### src/hdl/sdt_pkg.sv
// ----------------------------------------------------------------------------
// sdt_pkg
// Shared types and codes for the scan result dedup table.
// ----------------------------------------------------------------------------
package sdt_pkg;

    localparam int KEY_W   = 48;
    localparam int STR_W   = 8;
    localparam int CH_W    = 4;
    localparam int OP_W    = 2;
    localparam int ACT_W   = 3;
    localparam int LIMIT_W = 5;

    localparam logic [LIMIT_W-1:0] LIMIT_RESET = 5'd24;

    // opcodes
    localparam logic [OP_W-1:0] OP_CLEAR = 2'd0;
    localparam logic [OP_W-1:0] OP_OFFER = 2'd1;
    localparam logic [OP_W-1:0] OP_READ  = 2'd2;
    localparam logic [OP_W-1:0] OP_NOP   = 2'd3;

    // result actions
    localparam logic [ACT_W-1:0] ACT_APPENDED = 3'd0;
    localparam logic [ACT_W-1:0] ACT_REPLACED = 3'd1;
    localparam logic [ACT_W-1:0] ACT_KEPT     = 3'd2;
    localparam logic [ACT_W-1:0] ACT_DROPPED  = 3'd3;
    localparam logic [ACT_W-1:0] ACT_NONE     = 3'd4;

    // one stored record
    typedef struct packed {
        logic [KEY_W-1:0]        key;
        logic signed [STR_W-1:0] str;
        logic [CH_W-1:0]         ch;
    } entry_t;

    localparam int ENTRY_W = $bits(entry_t);

endpackage

### src/hdl/sdt_ram.sv
// ----------------------------------------------------------------------------
// sdt_ram
// Generic single-write, single-read RAM with registered read data.
// ----------------------------------------------------------------------------
module sdt_ram #(
    parameter int WIDTH = 8,
    parameter int DEPTH = 16,
    localparam int ADDR_W = $clog2(DEPTH)
) (
    input  logic              aclk,
    input  logic              we,
    input  logic [ADDR_W-1:0] wr_addr,
    input  logic [WIDTH-1:0]  wr_data,
    input  logic              rd_en,
    input  logic [ADDR_W-1:0] rd_addr,
    output logic [WIDTH-1:0]  rd_data
);

    logic [WIDTH-1:0] mem [DEPTH];
    logic [WIDTH-1:0] rd_data_reg;

    always_ff @(posedge aclk) begin
        if (we) begin
            mem[wr_addr] <= wr_data;
        end
        if (rd_en) begin
            rd_data_reg <= mem[rd_addr];
        end
    end

    assign rd_data = rd_data_reg;

endmodule

### src/hdl/sdt_ctrl.sv
// ----------------------------------------------------------------------------
// sdt_ctrl
// Op sequencer: clear, key scan over the table RAM, commit and slot read.
// ----------------------------------------------------------------------------
module sdt_ctrl
    import sdt_pkg::*;
#(
    parameter int TABLE_DEPTH = 16,
    localparam int SLOT_W = $clog2(TABLE_DEPTH),
    localparam int CNT_W  = $clog2(TABLE_DEPTH + 1)
) (
    input  logic                    aclk,
    input  logic                    aresetn,
    input  logic [LIMIT_W-1:0]      report_limit,
    // op input
    input  logic                    s_valid,
    output logic                    s_ready,
    input  logic [OP_W-1:0]         s_opcode,
    input  logic                    s_dedup_enable,
    input  logic [KEY_W-1:0]        s_station_id,
    input  logic signed [STR_W-1:0] s_strength,
    input  logic [CH_W-1:0]         s_radio_channel,
    input  logic [SLOT_W-1:0]       s_slot_select,
    // result toward output register
    output logic                    res_valid,
    input  logic                    res_ready,
    output logic [ACT_W-1:0]        res_action,
    output logic [SLOT_W-1:0]       res_slot,
    output logic [CNT_W-1:0]        res_held,
    output logic [CNT_W-1:0]        res_reported,
    output entry_t                  res_entry,
    output logic                    res_hit,
    // table RAM
    output logic                    ram_we,
    output logic [SLOT_W-1:0]       ram_wr_addr,
    output entry_t                  ram_wr_data,
    output logic                    ram_rd_en,
    output logic [SLOT_W-1:0]       ram_rd_addr,
    input  entry_t                  ram_rd_data
);

    localparam logic [2:0] ST_IDLE   = 3'd0;
    localparam logic [2:0] ST_SCAN   = 3'd1;
    localparam logic [2:0] ST_READ   = 3'd2;
    localparam logic [2:0] ST_COMMIT = 3'd3;
    localparam logic [2:0] ST_PUSH   = 3'd4;

    localparam int CMP_W = (CNT_W > LIMIT_W) ? CNT_W : LIMIT_W;
    localparam logic [CNT_W-1:0] FULL_COUNT = CNT_W'(TABLE_DEPTH);

    logic [2:0]        state_reg, state_next;
    logic [CNT_W-1:0]  count_reg, count_next;
    logic [CNT_W-1:0]  scan_idx_reg, scan_idx_next;
    logic              cmp_valid_reg, cmp_valid_next;
    logic [SLOT_W-1:0] cmp_idx_reg, cmp_idx_next;
    entry_t            rec_reg, rec_next;       // offered record
    logic [ACT_W-1:0]  action_reg, action_next;
    logic [SLOT_W-1:0] slot_reg, slot_next;
    entry_t            out_reg, out_next;       // read contents
    logic              hit_reg, hit_next;

    logic [CNT_W-1:0]  reported;
    logic              accept;
    logic              key_match;
    logic              stronger;

    // min(held, limit); limit only chosen when it is not above held, so it fits
    always_comb begin
        if (CMP_W'(count_reg) < CMP_W'(report_limit)) begin
            reported = count_reg;
        end else begin
            reported = CNT_W'(report_limit);
        end
    end

    assign accept    = s_valid && s_ready;
    assign key_match = cmp_valid_reg && (ram_rd_data.key == rec_reg.key);
    assign stronger  = rec_reg.str > ram_rd_data.str;

    always_comb begin
        state_next     = state_reg;
        count_next     = count_reg;
        scan_idx_next  = scan_idx_reg;
        cmp_valid_next = 1'b0;
        cmp_idx_next   = cmp_idx_reg;
        rec_next       = rec_reg;
        action_next    = action_reg;
        slot_next      = slot_reg;
        out_next       = out_reg;
        hit_next       = hit_reg;
        ram_rd_en      = 1'b0;
        ram_rd_addr    = s_slot_select;
        ram_we         = 1'b0;

        case (state_reg)
            ST_IDLE: begin
                if (accept) begin
                    rec_next      = '{key: s_station_id, str: s_strength,
                                      ch: s_radio_channel};
                    action_next   = ACT_NONE;
                    slot_next     = '0;
                    out_next      = '0;
                    hit_next      = 1'b0;
                    scan_idx_next = '0;
                    state_next    = ST_PUSH;
                    case (s_opcode)
                        OP_CLEAR: begin
                            count_next = '0;
                        end
                        OP_OFFER: begin
                            if (count_reg >= FULL_COUNT) begin
                                action_next = ACT_DROPPED;
                            end else if (s_dedup_enable && count_reg != '0) begin
                                state_next = ST_SCAN;
                            end else begin
                                action_next = ACT_APPENDED;
                                slot_next   = count_reg[SLOT_W-1:0];
                                state_next  = ST_COMMIT;
                            end
                        end
                        OP_READ: begin
                            slot_next = s_slot_select;
                            if (CNT_W'(s_slot_select) < reported) begin
                                ram_rd_en  = 1'b1;
                                state_next = ST_READ;
                            end
                        end
                        default: begin
                        end
                    endcase
                end
            end
            ST_SCAN: begin
                // one address issued per cycle, compared in the cycle after its issue
                ram_rd_addr = scan_idx_reg[SLOT_W-1:0];
                if (key_match) begin
                    slot_next = cmp_idx_reg;
                    if (stronger) begin
                        action_next = ACT_REPLACED;
                        state_next  = ST_COMMIT;
                    end else begin
                        action_next = ACT_KEPT;
                        state_next  = ST_PUSH;
                    end
                end else if (scan_idx_reg < count_reg) begin
                    ram_rd_en      = 1'b1;
                    cmp_valid_next = 1'b1;
                    cmp_idx_next   = scan_idx_reg[SLOT_W-1:0];
                    scan_idx_next  = scan_idx_reg + 1'b1;
                end else begin
                    action_next = ACT_APPENDED;
                    slot_next   = count_reg[SLOT_W-1:0];
                    state_next  = ST_COMMIT;
                end
            end
            ST_READ: begin
                out_next   = ram_rd_data;
                hit_next   = 1'b1;
                state_next = ST_PUSH;
            end
            ST_COMMIT: begin
                ram_we = 1'b1;
                if (action_reg == ACT_APPENDED) begin
                    count_next = count_reg + 1'b1;
                end
                state_next = ST_PUSH;
            end
            ST_PUSH: begin
                if (res_ready) begin
                    state_next = ST_IDLE;
                end
            end
            default: begin
                state_next = ST_IDLE;
            end
        endcase
    end

    always_ff @(posedge aclk) begin
        if (!aresetn) begin
            state_reg     <= ST_IDLE;
            count_reg     <= '0;
            cmp_valid_reg <= 1'b0;
        end else begin
            state_reg     <= state_next;
            count_reg     <= count_next;
            cmp_valid_reg <= cmp_valid_next;
        end
    end

    always_ff @(posedge aclk) begin
        scan_idx_reg <= scan_idx_next;
        cmp_idx_reg  <= cmp_idx_next;
        rec_reg      <= rec_next;
        action_reg   <= action_next;
        slot_reg     <= slot_next;
        out_reg      <= out_next;
        hit_reg      <= hit_next;
    end

    assign s_ready      = (state_reg == ST_IDLE);
    assign res_valid    = (state_reg == ST_PUSH);
    assign res_action   = action_reg;
    assign res_slot     = slot_reg;
    assign res_held     = count_reg;
    assign res_reported = reported;
    assign res_entry    = out_reg;
    assign res_hit      = hit_reg;
    assign ram_wr_addr  = slot_reg;
    assign ram_wr_data  = rec_reg;

    a_count_bound: assert property (@(posedge aclk) disable iff (!aresetn)
        count_reg <= FULL_COUNT)
        else $error("entry count above table depth");

    a_clear_empties: assert property (@(posedge aclk) disable iff (!aresetn)
        accept && s_opcode == OP_CLEAR |=> count_reg == '0)
        else $error("clear did not empty table");

    a_write_in_range: assert property (@(posedge aclk) disable iff (!aresetn)
        ram_we |-> CNT_W'(ram_wr_addr) <= count_reg)
        else $error("table write beyond held entries");

    a_hold_while_stalled: assert property (@(posedge aclk) disable iff (!aresetn)
        res_valid && !res_ready |=> $stable(count_reg) && res_valid)
        else $error("state moved while result stalled");

endmodule

### src/hdl/scan_result_dedup_table.sv
// ----------------------------------------------------------------------------
// scan_result_dedup_table
// Scan record table keyed by station id, keep-strongest merge on offer.
// ----------------------------------------------------------------------------
// Op flow: clear, no-op, drop and a read outside the report window go straight
//   to the push state; a read passes the read state; an append or replace
//   commits first, and dedup scans the held entries (one RAM read per cycle).
// Throughput: one op at a time; next op accepted once the result has moved
//   into the output register. Key scan over the table RAM sets the rate.
// Reset: synchronous active-low aresetn; table empty, report_limit = 24.
//   RAM contents are not cleared, only the entry count.
module scan_result_dedup_table
    import sdt_pkg::*;
#(
    parameter int TABLE_DEPTH = 16,
    localparam int SLOT_W = $clog2(TABLE_DEPTH),
    localparam int CNT_W  = $clog2(TABLE_DEPTH + 1)
) (
    input  logic                    aclk,
    input  logic                    aresetn,
    // config write channel
    input  logic                    cfg_valid,
    output logic                    cfg_ready,
    input  logic [LIMIT_W-1:0]      cfg_report_limit,
    // op input channel
    input  logic                    s_valid,
    output logic                    s_ready,
    input  logic [OP_W-1:0]         s_opcode,
    input  logic                    s_dedup_enable,
    input  logic [KEY_W-1:0]        s_station_id,
    input  logic signed [STR_W-1:0] s_strength,
    input  logic [CH_W-1:0]         s_radio_channel,
    input  logic [SLOT_W-1:0]       s_slot_select,
    // result channel
    output logic                    m_valid,
    input  logic                    m_ready,
    output logic [ACT_W-1:0]        m_action,
    output logic [SLOT_W-1:0]       m_slot_used,
    output logic [CNT_W-1:0]        m_held_count,
    output logic [CNT_W-1:0]        m_reported_count,
    output logic [KEY_W-1:0]        m_out_station_id,
    output logic signed [STR_W-1:0] m_out_strength,
    output logic [CH_W-1:0]         m_out_channel,
    output logic                    m_out_valid
);

    logic [LIMIT_W-1:0] limit_reg;

    logic               res_valid;
    logic               res_ready;
    logic [ACT_W-1:0]   res_action;
    logic [SLOT_W-1:0]  res_slot;
    logic [CNT_W-1:0]   res_held;
    logic [CNT_W-1:0]   res_reported;
    entry_t             res_entry;
    logic               res_hit;

    logic               ram_we;
    logic [SLOT_W-1:0]  ram_wr_addr;
    entry_t             ram_wr_data;
    logic               ram_rd_en;
    logic [SLOT_W-1:0]  ram_rd_addr;
    entry_t             ram_rd_data;

    // output register beat
    logic               m_valid_reg;
    logic [ACT_W-1:0]   m_action_reg;
    logic [SLOT_W-1:0]  m_slot_reg;
    logic [CNT_W-1:0]   m_held_reg;
    logic [CNT_W-1:0]   m_reported_reg;
    entry_t             m_entry_reg;
    logic               m_hit_reg;

    // config register: writes are always taken
    assign cfg_ready = 1'b1;

    always_ff @(posedge aclk) begin
        if (!aresetn) begin
            limit_reg <= LIMIT_RESET;
        end else if (cfg_valid) begin
            limit_reg <= cfg_report_limit;
        end
    end

    sdt_ctrl #(
        .TABLE_DEPTH (TABLE_DEPTH)
    ) u_ctrl (
        .aclk            (aclk),
        .aresetn         (aresetn),
        .report_limit    (limit_reg),
        .s_valid         (s_valid),
        .s_ready         (s_ready),
        .s_opcode        (s_opcode),
        .s_dedup_enable  (s_dedup_enable),
        .s_station_id    (s_station_id),
        .s_strength      (s_strength),
        .s_radio_channel (s_radio_channel),
        .s_slot_select   (s_slot_select),
        .res_valid       (res_valid),
        .res_ready       (res_ready),
        .res_action      (res_action),
        .res_slot        (res_slot),
        .res_held        (res_held),
        .res_reported    (res_reported),
        .res_entry       (res_entry),
        .res_hit         (res_hit),
        .ram_we          (ram_we),
        .ram_wr_addr     (ram_wr_addr),
        .ram_wr_data     (ram_wr_data),
        .ram_rd_en       (ram_rd_en),
        .ram_rd_addr     (ram_rd_addr),
        .ram_rd_data     (ram_rd_data)
    );

    // key, strength and channel share one RAM word
    sdt_ram #(
        .WIDTH (ENTRY_W),
        .DEPTH (TABLE_DEPTH)
    ) u_table (
        .aclk    (aclk),
        .we      (ram_we),
        .wr_addr (ram_wr_addr),
        .wr_data (ram_wr_data),
        .rd_en   (ram_rd_en),
        .rd_addr (ram_rd_addr),
        .rd_data (ram_rd_data)
    );

    // output register frees the sequencer while a beat waits downstream
    assign res_ready = !m_valid_reg || m_ready;

    always_ff @(posedge aclk) begin
        if (!aresetn) begin
            m_valid_reg <= 1'b0;
        end else if (res_ready) begin
            m_valid_reg <= res_valid;
        end
    end

    always_ff @(posedge aclk) begin
        if (res_ready && res_valid) begin
            m_action_reg   <= res_action;
            m_slot_reg     <= res_slot;
            m_held_reg     <= res_held;
            m_reported_reg <= res_reported;
            m_entry_reg    <= res_entry;
            m_hit_reg      <= res_hit;
        end
    end

    assign m_valid          = m_valid_reg;
    assign m_action         = m_action_reg;
    assign m_slot_used      = m_slot_reg;
    assign m_held_count     = m_held_reg;
    assign m_reported_count = m_reported_reg;
    assign m_out_station_id = m_entry_reg.key;
    assign m_out_strength   = m_entry_reg.str;
    assign m_out_channel    = m_entry_reg.ch;
    assign m_out_valid      = m_hit_reg;

endmodule

### config.mk
export PLATFORM = sky130hd
export DESIGN_NAME = scan_result_dedup_table
export DESIGN_NICKNAME = d
export VERILOG_FILES = /design/src/hdl/sdt_pkg.sv /design/src/hdl/sdt_ram.sv /design/src/hdl/sdt_ctrl.sv /design/src/hdl/scan_result_dedup_table.sv
export SDC_FILE = /design/constraint.sdc
export NUM_CORES = 1
export LEC_CHECK = 0
export BUFFER_PORTS_ARGS = -buffer_cell sky130_fd_sc_hd__buf_2
export CAP_MARGIN = 20
export CELL_PAD_IN_SITES_DETAIL_PLACEMENT = 0
export CELL_PAD_IN_SITES_GLOBAL_PLACEMENT = 1
export CORE_ASPECT_RATIO = 0.75
export CORE_MARGIN = 4
export CORE_UTILIZATION = 35
export CTS_CLUSTER_DIAMETER = 80
export DETAILED_ROUTE_END_ITERATION = 6
export PLACE_DENSITY = 0.63
export SETUP_SLACK_MARGIN = 0.3
export SLEW_MARGIN = 10
export SYNTH_ARGS = -nofsm -noshare
export SYNTH_HDL_FRONTEND = slang
export SYNTH_SLANG_ARGS = --single-unit
### constraint.sdc
create_clock -name aclk -period 11 [get_ports aclk]
set_input_delay 1.1 -clock aclk [delete_from_list [all_inputs] [get_ports aclk]]
set_output_delay 1.1 -clock aclk [all_outputs]
set_load 0.02 [all_outputs]
==> results of run 1 <==
[logic make-up after synthesis]
family,Yosys count,share of synthesized area (%)
simple gates,350,3.70
xor+xnor,53,0.979
compound gates,178,2.59
fa+ha+maj,25,0.660
other cells,1,0.00791
mux,253,11.7
flops,1250,78.8
buf+inv,134,1.54
[report_power, final]
| group | total [mW] | internal (mW) | switching [mW] |
|---|---|---|---|
| Combinational | 0.471 | 0.185 | 0.287 |
| Clock | 4.22 | 2.44 | 1.78 |
| Sequential | 5.46 | 5.35 | 0.104 |
[cell type report]
type	instances	area share (%)
tap	1770	4.07
clock inverter	60	0.997
clock buffer	172	6.51
multi-input combinational	860	17.4
timing repair buffer	197	2.14
sequential	1250	68.6
inverter	28	0.198
antenna	1	0.00459
[stage by stage]
stage / util, % / hold slack (ps) / total power [mW]
after detailed placement: 37.6 / 405 / 6.04
final: 40.7 / 402 / 10.2
after CTS: 40.6 / 405 / 10.3
after floorplan: - / 400 / 5.84
after global routing: 40.7 / 422 / 10.5
after global placement: 37.6 / 407 / 6.02
[worst paths after layout]
| path | end | startpoint | cells past startpoint |
|---|---|---|---|
| setup / recovery | u_table.rd_data[59]$_DFFE_PP_ | u_ctrl.state_reg[2]$_SDFFE_PN0P_ | 9 |
| hold / removal | m_out_station_id[21]$_DFFE_PP_ | u_ctrl.res_entry[33]$_SDFFCE_PN0P_ | 0 |
| setup reg to reg | u_table.rd_data[59]$_DFFE_PP_ | u_ctrl.state_reg[2]$_SDFFE_PN0P_ | 9 |
| hold reg to reg | m_out_station_id[21]$_DFFE_PP_ | u_ctrl.res_entry[33]$_SDFFCE_PN0P_ | 0 |
[per-layer routing]
metal / part of all wire, % / GRT usage (%) / up-vias
met4: 2.0 / 4.48 / 6
li1: - / - / 9633
met5: 0.035 / 0 / -
met2: 49 / 26.7 / 736
met3: 5.2 / 2.40 / 158
met1: 43 / 22.6 / 12200
[cell usage in the layout (no fill, tap or decap), drive strengths merged, types with 3 or more instances in the layout]
cell type	count
inv	34
nand2	140
nor3	7
o21ai	4
buf	197
clkbuf	172
mux2i	12
a31oi	61
ha	25
dfxtp	15
clkinv	42
a22oi	4
and2	115
xnor2	51
nand4	15
mux4	240
o211ai	3
edfxtp	1235
nand3	10
nor2b	8
bufinv	7
nor4	9
nor2	30
nand2b	7
o22ai	6
a211oi	62
o21a	4
clkinvlp	5
a21o	6
a21oi	12
[synth_stat cells, drive strengths merged (25+ instances only)]
master / n
a211oi: 62
a31oi: 61
and2: 115
buf: 50
clkbuf: 56
edfxtp: 1235
ha: 25
inv: 27
mux4: 240
nand2: 140
nor2: 30
xnor2: 51
==> results summary, run 1 <==
The flow ran to the end, and the final reports show no timing, DRC or antenna violations. STA classifies the critical path endpoint as a register. The worst clock skew is 28.8 ps. The remaining global-route overflow came out at 0.

The die extent in y came out at 327 um. The pin count of the biggest net entering global routing came out at 137. The number of instances in the synthesized netlist came out at 2244. The number of distinct library cell variants in the gate-level netlist after synthesis is 55. The final-stage net count is 2569. STA puts the critical path data arrival time at 5520 ps.

The fraction of layout instances using a drive strength above 1 came out at 25.0%. The startpoint-to-endpoint class of the critical path is reg -> reg. The register with the most flip-flops is u_table.mem.

The H-tree depth came out at 4. In this run the clock root is driven by a sky130_fd_sc_hd__clkbuf_16. The register with the most flip-flops in the layout has 960 of them. Of all nets on the critical path, the largest fanout is 42. The number of DRC markers in iteration 0 came out at 2139. Dividing the detail-routed wire length by the instance count gives 26.7 um. The shortest clock period the worst path allows after layout is 5080 ps.

The buffer and inverter count on the worst path is 3. The total global-route track usage is 16.2%. After the flow finishes, the layout carries non-filler instances totaling 4338. The count of input and output buffers is 156. The number of nets with antenna violations after detailed routing came out at 0. The count of synthesis-stage warnings from yosys came out at 0. The share of synthesized flip-flops with an asynchronous set or reset came out at 0%. On the critical path the largest part of the delay comes from buffers and inverters. Synthesis produced a netlist with a net count of 2346.

The post-cts resize count came out at 0. In this run the count of I/O pins placed on the die edge is 158. The total CTS buffers is 130. Setup repair after global routing left no endpoint under its margin.

The mean instance size in the synthesized netlist is 21.1 um2. The number of slew-limit violations in the final report was 0. The critical path goes through or3b_1, mux2i_4, buf_4, buf_4, buf_12, mux4_2, and2_1, a211oi_1, a31oi_1. The sequential cell area in the final layout is 37400 um2. The number of antenna violations at the first check in global routing came to 7. The hold violation total from the final report is 0. By area the synthesized netlist is led by sky130_fd_sc_hd__edfxtp_1 78%, sky130_fd_sc_hd__mux4_2 11%, sky130_fd_sc_hd__and2_1 1.5%. On the critical path, the stage with the largest delay is an instance of sky130_fd_sc_hd__buf_4. Summing all multi-input logic gate instances after layout gives 9500 um2. The setup TNS is 0 ps.

The top cell type's share of synthesized area is 78.2%. The wire length of the first global-routing pass came out at 167000 um. The number of remaining DRC errors came out at 0.

The number of synthesized register bits is 1250. After layout, the worst setup slack is 5920 ps. The period utilization is 46.2%. TritonCTS built the clock tree.

For the pin with the worst max-slew slack, the measured transition is 1100 ps. In this run, synthesis inferred 1235 flip-flops with an integrated enable. The die outline area is 142000 um2. The static power due to leakage is 17.3 nW.

The final layout contains routed wiring with a total length of 116000 um. The number of global-route vias before repair is 23400. The signed area change from the synthesized netlist to the final layout came out at 14.8%. The placer's final routability congestion estimate is 0.753. After clock tree synthesis, the clock-pin slew on the worst setup and hold paths is 60 ps. On the worst path, the slowest cell contributes a delay of 770 ps. The insertion delay to the later sink of the worst-skew pair came out at 730 ps. The worst setup path is launched from a register.

The most frequent cell on the critical path is sky130_fd_sc_hd__buf_4. The placed wire-length estimate is 60300 um. Using the TritonRoute via totals, the vias-per-cell ratio works out to 5.23.

The achievable frequency came out at 197 MHz. The tool flagged a number of max-cap violations equal to 0. Of all cell types, the one taking the most synthesized area is sky130_fd_sc_hd__edfxtp_1.

After synthesis the cells add up to 47400 um2. The area of the placeable core came out at 134000 um2. For this configuration, the core starts out at a cell density of 35.4%.

The maximum number of buffers from clock root to sink is 3. The path class of the tightest hold or removal check is reg -> reg. Summing all placed instances gives a cell area of 50300 um2. The reg2reg setup slack came out at 5920 ps.

The final design area excluding fillers is 54500 um2. The number of buffers inserted by hold repair at cts came out at 0. The site row count came out at 116. The number of filler instances in the final layout is 11700.

The placed cell count is 4103. The first detailed-routing pass took 5 iterations. The final setup violation count is 0. Detailed routing inserted a total of 22700 vias. The maximum VDD drop is 0.152 mV. Measured against its own limit, the worst slew margin works out to 26.2%.

The critical path data required time came out at 11440 ps. The part of the Yosys area used for sequential elements came out at 78.8%. The total power divided by cell area came out at 186 nW/um2.

OpenSTA, run right after detailed placement, puts the worst setup slack at 5590 ps. The number of sinks handled by clock tree synthesis came out at 1250. In the synthesized netlist the dominant register cell turns out to be sky130_fd_sc_hd__edfxtp_1. Buffers added to address setup during post-CTS repair amount to 0. The die width is 433 um.
Note: power is estimated with default switching activity, not from simulation.
==> run 2, diff against run 1 <==
--- a/config.mk
+++ b/config.mk
@@ -14,7 +14,7 @@
 export CORE_UTILIZATION = 35
 export CTS_CLUSTER_DIAMETER = 80
 export DETAILED_ROUTE_END_ITERATION = 6
-export PLACE_DENSITY = 0.63
+export PLACE_DENSITY = 0.65
 export SETUP_SLACK_MARGIN = 0.3
 export SLEW_MARGIN = 10
 export SYNTH_ARGS = -nofsm -noshare
==> constraint.sdc (replaced) <==
create_clock -name aclk -period 4.4 [get_ports aclk]
set_input_delay 0.44 -clock aclk [delete_from_list [all_inputs] [get_ports aclk]]
set_output_delay 0.44 -clock aclk [all_outputs]
set_load 0.02 [all_outputs]
==> results summary, run 2 (same netlist as run 1, synthesis figures left out) <==
The flow ran to the end, and the final reports show no timing, DRC or antenna violations. The shortest clock period the worst path allows after layout came out at 3820 ps (-1260 ps). The worst setup path is launched from a register. The first-pass iteration count of the detailed router is 7 (+2). Setup repair after global routing left no endpoint under its margin.

The number of setup buffers added after CTS came to 0 (unchanged). The placer's final routability congestion estimate is 0.754 (about the same). The remaining global-route overflow came to 0 (unchanged).

The site row count is 116 (unchanged). The internal power is 20.1 mW (+150%). The most common cell after layout, fill and taps aside is sky130_fd_sc_hd__edfxtp_1. The post-detailed-routing wire length is 114000 um (-1.8%). The final routed wire length divided by cell count is 25.5 um (-4.2%). The number of remaining DRC errors came to 0 (unchanged). The critical path data required time came out at 4760 ps (-6680 ps). The post-cts resize count is 0 (unchanged).

The placed wire-length estimate is 62100 um (+2.9%). The period utilization came out at 86.9% (+41 points). The number of slew-limit violations in the final report came out at 0 (unchanged). The signed area change from the synthesized netlist to the final layout is 17.9%. The setup slack of the critical path after layout came to 577 ps (-5340 ps). The antenna diode count is 0 (-1). The total via count in the routed design is 23000 (+1.3%). The number of filler instances in the final layout is 11600 (-0.82%). The insertion delay to the later sink of the worst-skew pair came out at 750 ps (+20 ps). The fraction of layout instances using a drive strength above 1 came out at 25.7% (+0.74 points).

The final design area excluding fillers came out at 55900 um2 (+2.6%). The worst setup path is captured at a register. The relative slew slack came out at 30.0% (+3.8 points).

The placed standard-cell area came to 51100 um2 (+1.5%). The total CTS buffers came out at 130 (unchanged). The die extent in y came out at 327 um (unchanged).

In this run the most critical hold path is launched from aresetn. The worst setup path is of the reg -> reg kind. The worst-case setup slack after placement is 736 ps (-4860 ps). The count of input and output buffers is 156 (unchanged). The achievable frequency came to 262 MHz (+33%). The pin count of the biggest net entering global routing is 72 (-47%).

The hold violation total from the final report came out at 0 (unchanged). The worst-path maximum fanout was 60 (+43%). The via count normalized by instance count was 5.17 (-1.2%). The die outline area came out at 142000 um2 (unchanged). The number of global-route vias before repair is 23900 (+2.3%). The wire length of the first global-routing pass is 167000 um (about the same). The reg2reg setup slack came to 580 ps (-5340 ps). The final setup violation count came out at 0 (unchanged). The final-layout worst hold slack came out at 78.5 ps (-324 ps). In this run the worst hold path is classified as in -> reg. The library cell used as clock root buffer is sky130_fd_sc_hd__clkbuf_16.

The worst endpoint data arrival time is 4180 ps (-1340 ps). The worst reg2reg path startpoint is u_ctrl.res_held[2]$_SDFFE_PN0P_. The sequential share of power is 53.4% (-0.4 points). The worst clock skew came out at 34.6 ps (+5.81 ps). The area of the placeable core came out at 134000 um2 (unchanged). The source of the critical timing path is u_ctrl.res_held[2]$_SDFFE_PN0P_. The I/O pin count is 158 (unchanged). The switching fraction of total power came out at 21.4% (about the same). The static power due to leakage is 18.0 nW (+3.5%). The number of DRC markers in iteration 0 came to 2295 (+7.3%). The total power divided by cell area came out at 457 nW/um2 (+150%). More flip-flops sit in one register than any other, and that register is u_table.mem. The effective utilization at floorplan was 35.4% (unchanged).

The H-tree depth came out at 4 (unchanged). The number of nets with antenna violations after detailed routing came out at 0 (unchanged). The final-stage net count is 2676 (+4.2%). The clock group share of total power came to 41.7% (about the same). The part of the total power dissipated in combinational logic came out at 5.0% (+0.4 points). The maximum VDD drop came out at 0.385 mV (+150%). The switching power total was 5.47 mW (+150%). The number of sinks handled by clock tree synthesis came out at 1250 (unchanged).

The number of buffers inserted by hold repair at cts came out at 68 (+68). The maximum number of buffers from clock root to sink came to 3 (unchanged). The max-capacitance violation count is 0 (unchanged). The top cell types in the final layout, fill and taps aside, are 1235 x sky130_fd_sc_hd__edfxtp_1, 240 x sky130_fd_sc_hd__mux4_2, 156 x sky130_fd_sc_hd__buf_2. The number of antenna violations at the first check in global routing came to 6 (-1).

The CTS tree is yes. The setup TNS was 0 ps (unchanged). The slew of the pin with the lowest slew margin is 1050 ps (-54.8 ps). The total global-route track usage came out at 16.1% (-0.14 points).

The number of flip-flops under the largest register name was 960 (unchanged). The die width was 433 um (unchanged). The clock transition at the registers of the reported paths was 60 ps (about the same).
-- run 2: changes by cell type in the layout (fill, tap and decap cells not counted), moves of 3 or more --
cell                            delta
sky130_fd_sc_hd__dlygate4sd3_1    +68
sky130_fd_sc_hd__buf_12           +32
sky130_fd_sc_hd__clkinv_1          -8
sky130_fd_sc_hd__clkinv_2          +6
sky130_fd_sc_hd__buf_4             +5
sky130_fd_sc_hd__inv_6             +4
sky130_fd_sc_hd__nor3_2            -4
sky130_fd_sc_hd__nor3_4            +4
sky130_fd_sc_hd__clkinv_4          +3
-- run 2: worst paths after layout --
path / cells after the start / to
hold reg to reg: 0 / m_out_station_id[37]$_DFFE_PP_
setup reg to reg: 11 / u_table.rd_data[42]$_DFFE_PP_
setup / recovery: 11 / u_table.rd_data[42]$_DFFE_PP_
hold / removal: 2 / u_ctrl.res_held[1]$_SDFFE_PN0P_
-- run 2: power groups by stage --
stage	Combinational [mW]	Clock [mW]	Sequential [mW]
after floorplan	0.761	0	13.8
after global placement	1.23	0	13.9
after detailed placement	1.24	0	13.9
after CTS	1.29	10.9	13.6
after global routing	1.38	11.5	13.7
final	1.27	10.6	13.6
-- run 2: critical path: stages, from the launching register on --
cell	delay [ps]
sky130_fd_sc_hd__dfxtp_1	540
sky130_fd_sc_hd__ha_1	330
sky130_fd_sc_hd__a21oi_1	260
sky130_fd_sc_hd__o21a_1	190
sky130_fd_sc_hd__o21a_1	270
sky130_fd_sc_hd__nor2_1	90
sky130_fd_sc_hd__a21oi_1	140
sky130_fd_sc_hd__ha_1	260
sky130_fd_sc_hd__a2111oi_0	390
sky130_fd_sc_hd__a211oi_1	220
sky130_fd_sc_hd__o21bai_4	230
sky130_fd_sc_hd__buf_12	410
-- run 2: final cells by class --
| class | count | area [um2] | area share [%] |
|---|---|---|---|
| tap | 1770 | 2210 | 3.96 |
| timing repair buffer | 304 | 2550 | 4.57 |
| sequential | 1250 | 37400 | 66.9 |
| clock buffer | 172 | 3500 | 6.27 |
| clock inverter | 62 | 609 | 1.09 |
| inverter | 28 | 109 | 0.195 |
| multi-input combinational | 860 | 9530 | 17.0 |
-- run 2: routing by layer --
layer  global-route usage [%]  part of all wire (%)  up-vias
li1                         -                     -     9859
met1                     22.3                    43    12300
met2                     26.4                    49      730
met3                     2.55                   5.1      145
met4                     4.63                   2.0        0
met5                        0                     0        -
-- run 2: through the flow --
stage / cells / power [mW] / util [%]
after floorplan: 2244 / 14.6 / -
after global placement: 4142 / 15.1 / 38.1
after detailed placement: 4142 / 15.1 / 38.1
after CTS: 4444 / 25.8 / 41.7
after global routing: 4446 / 26.5 / 41.7
final: 4446 / 25.6 / 41.7
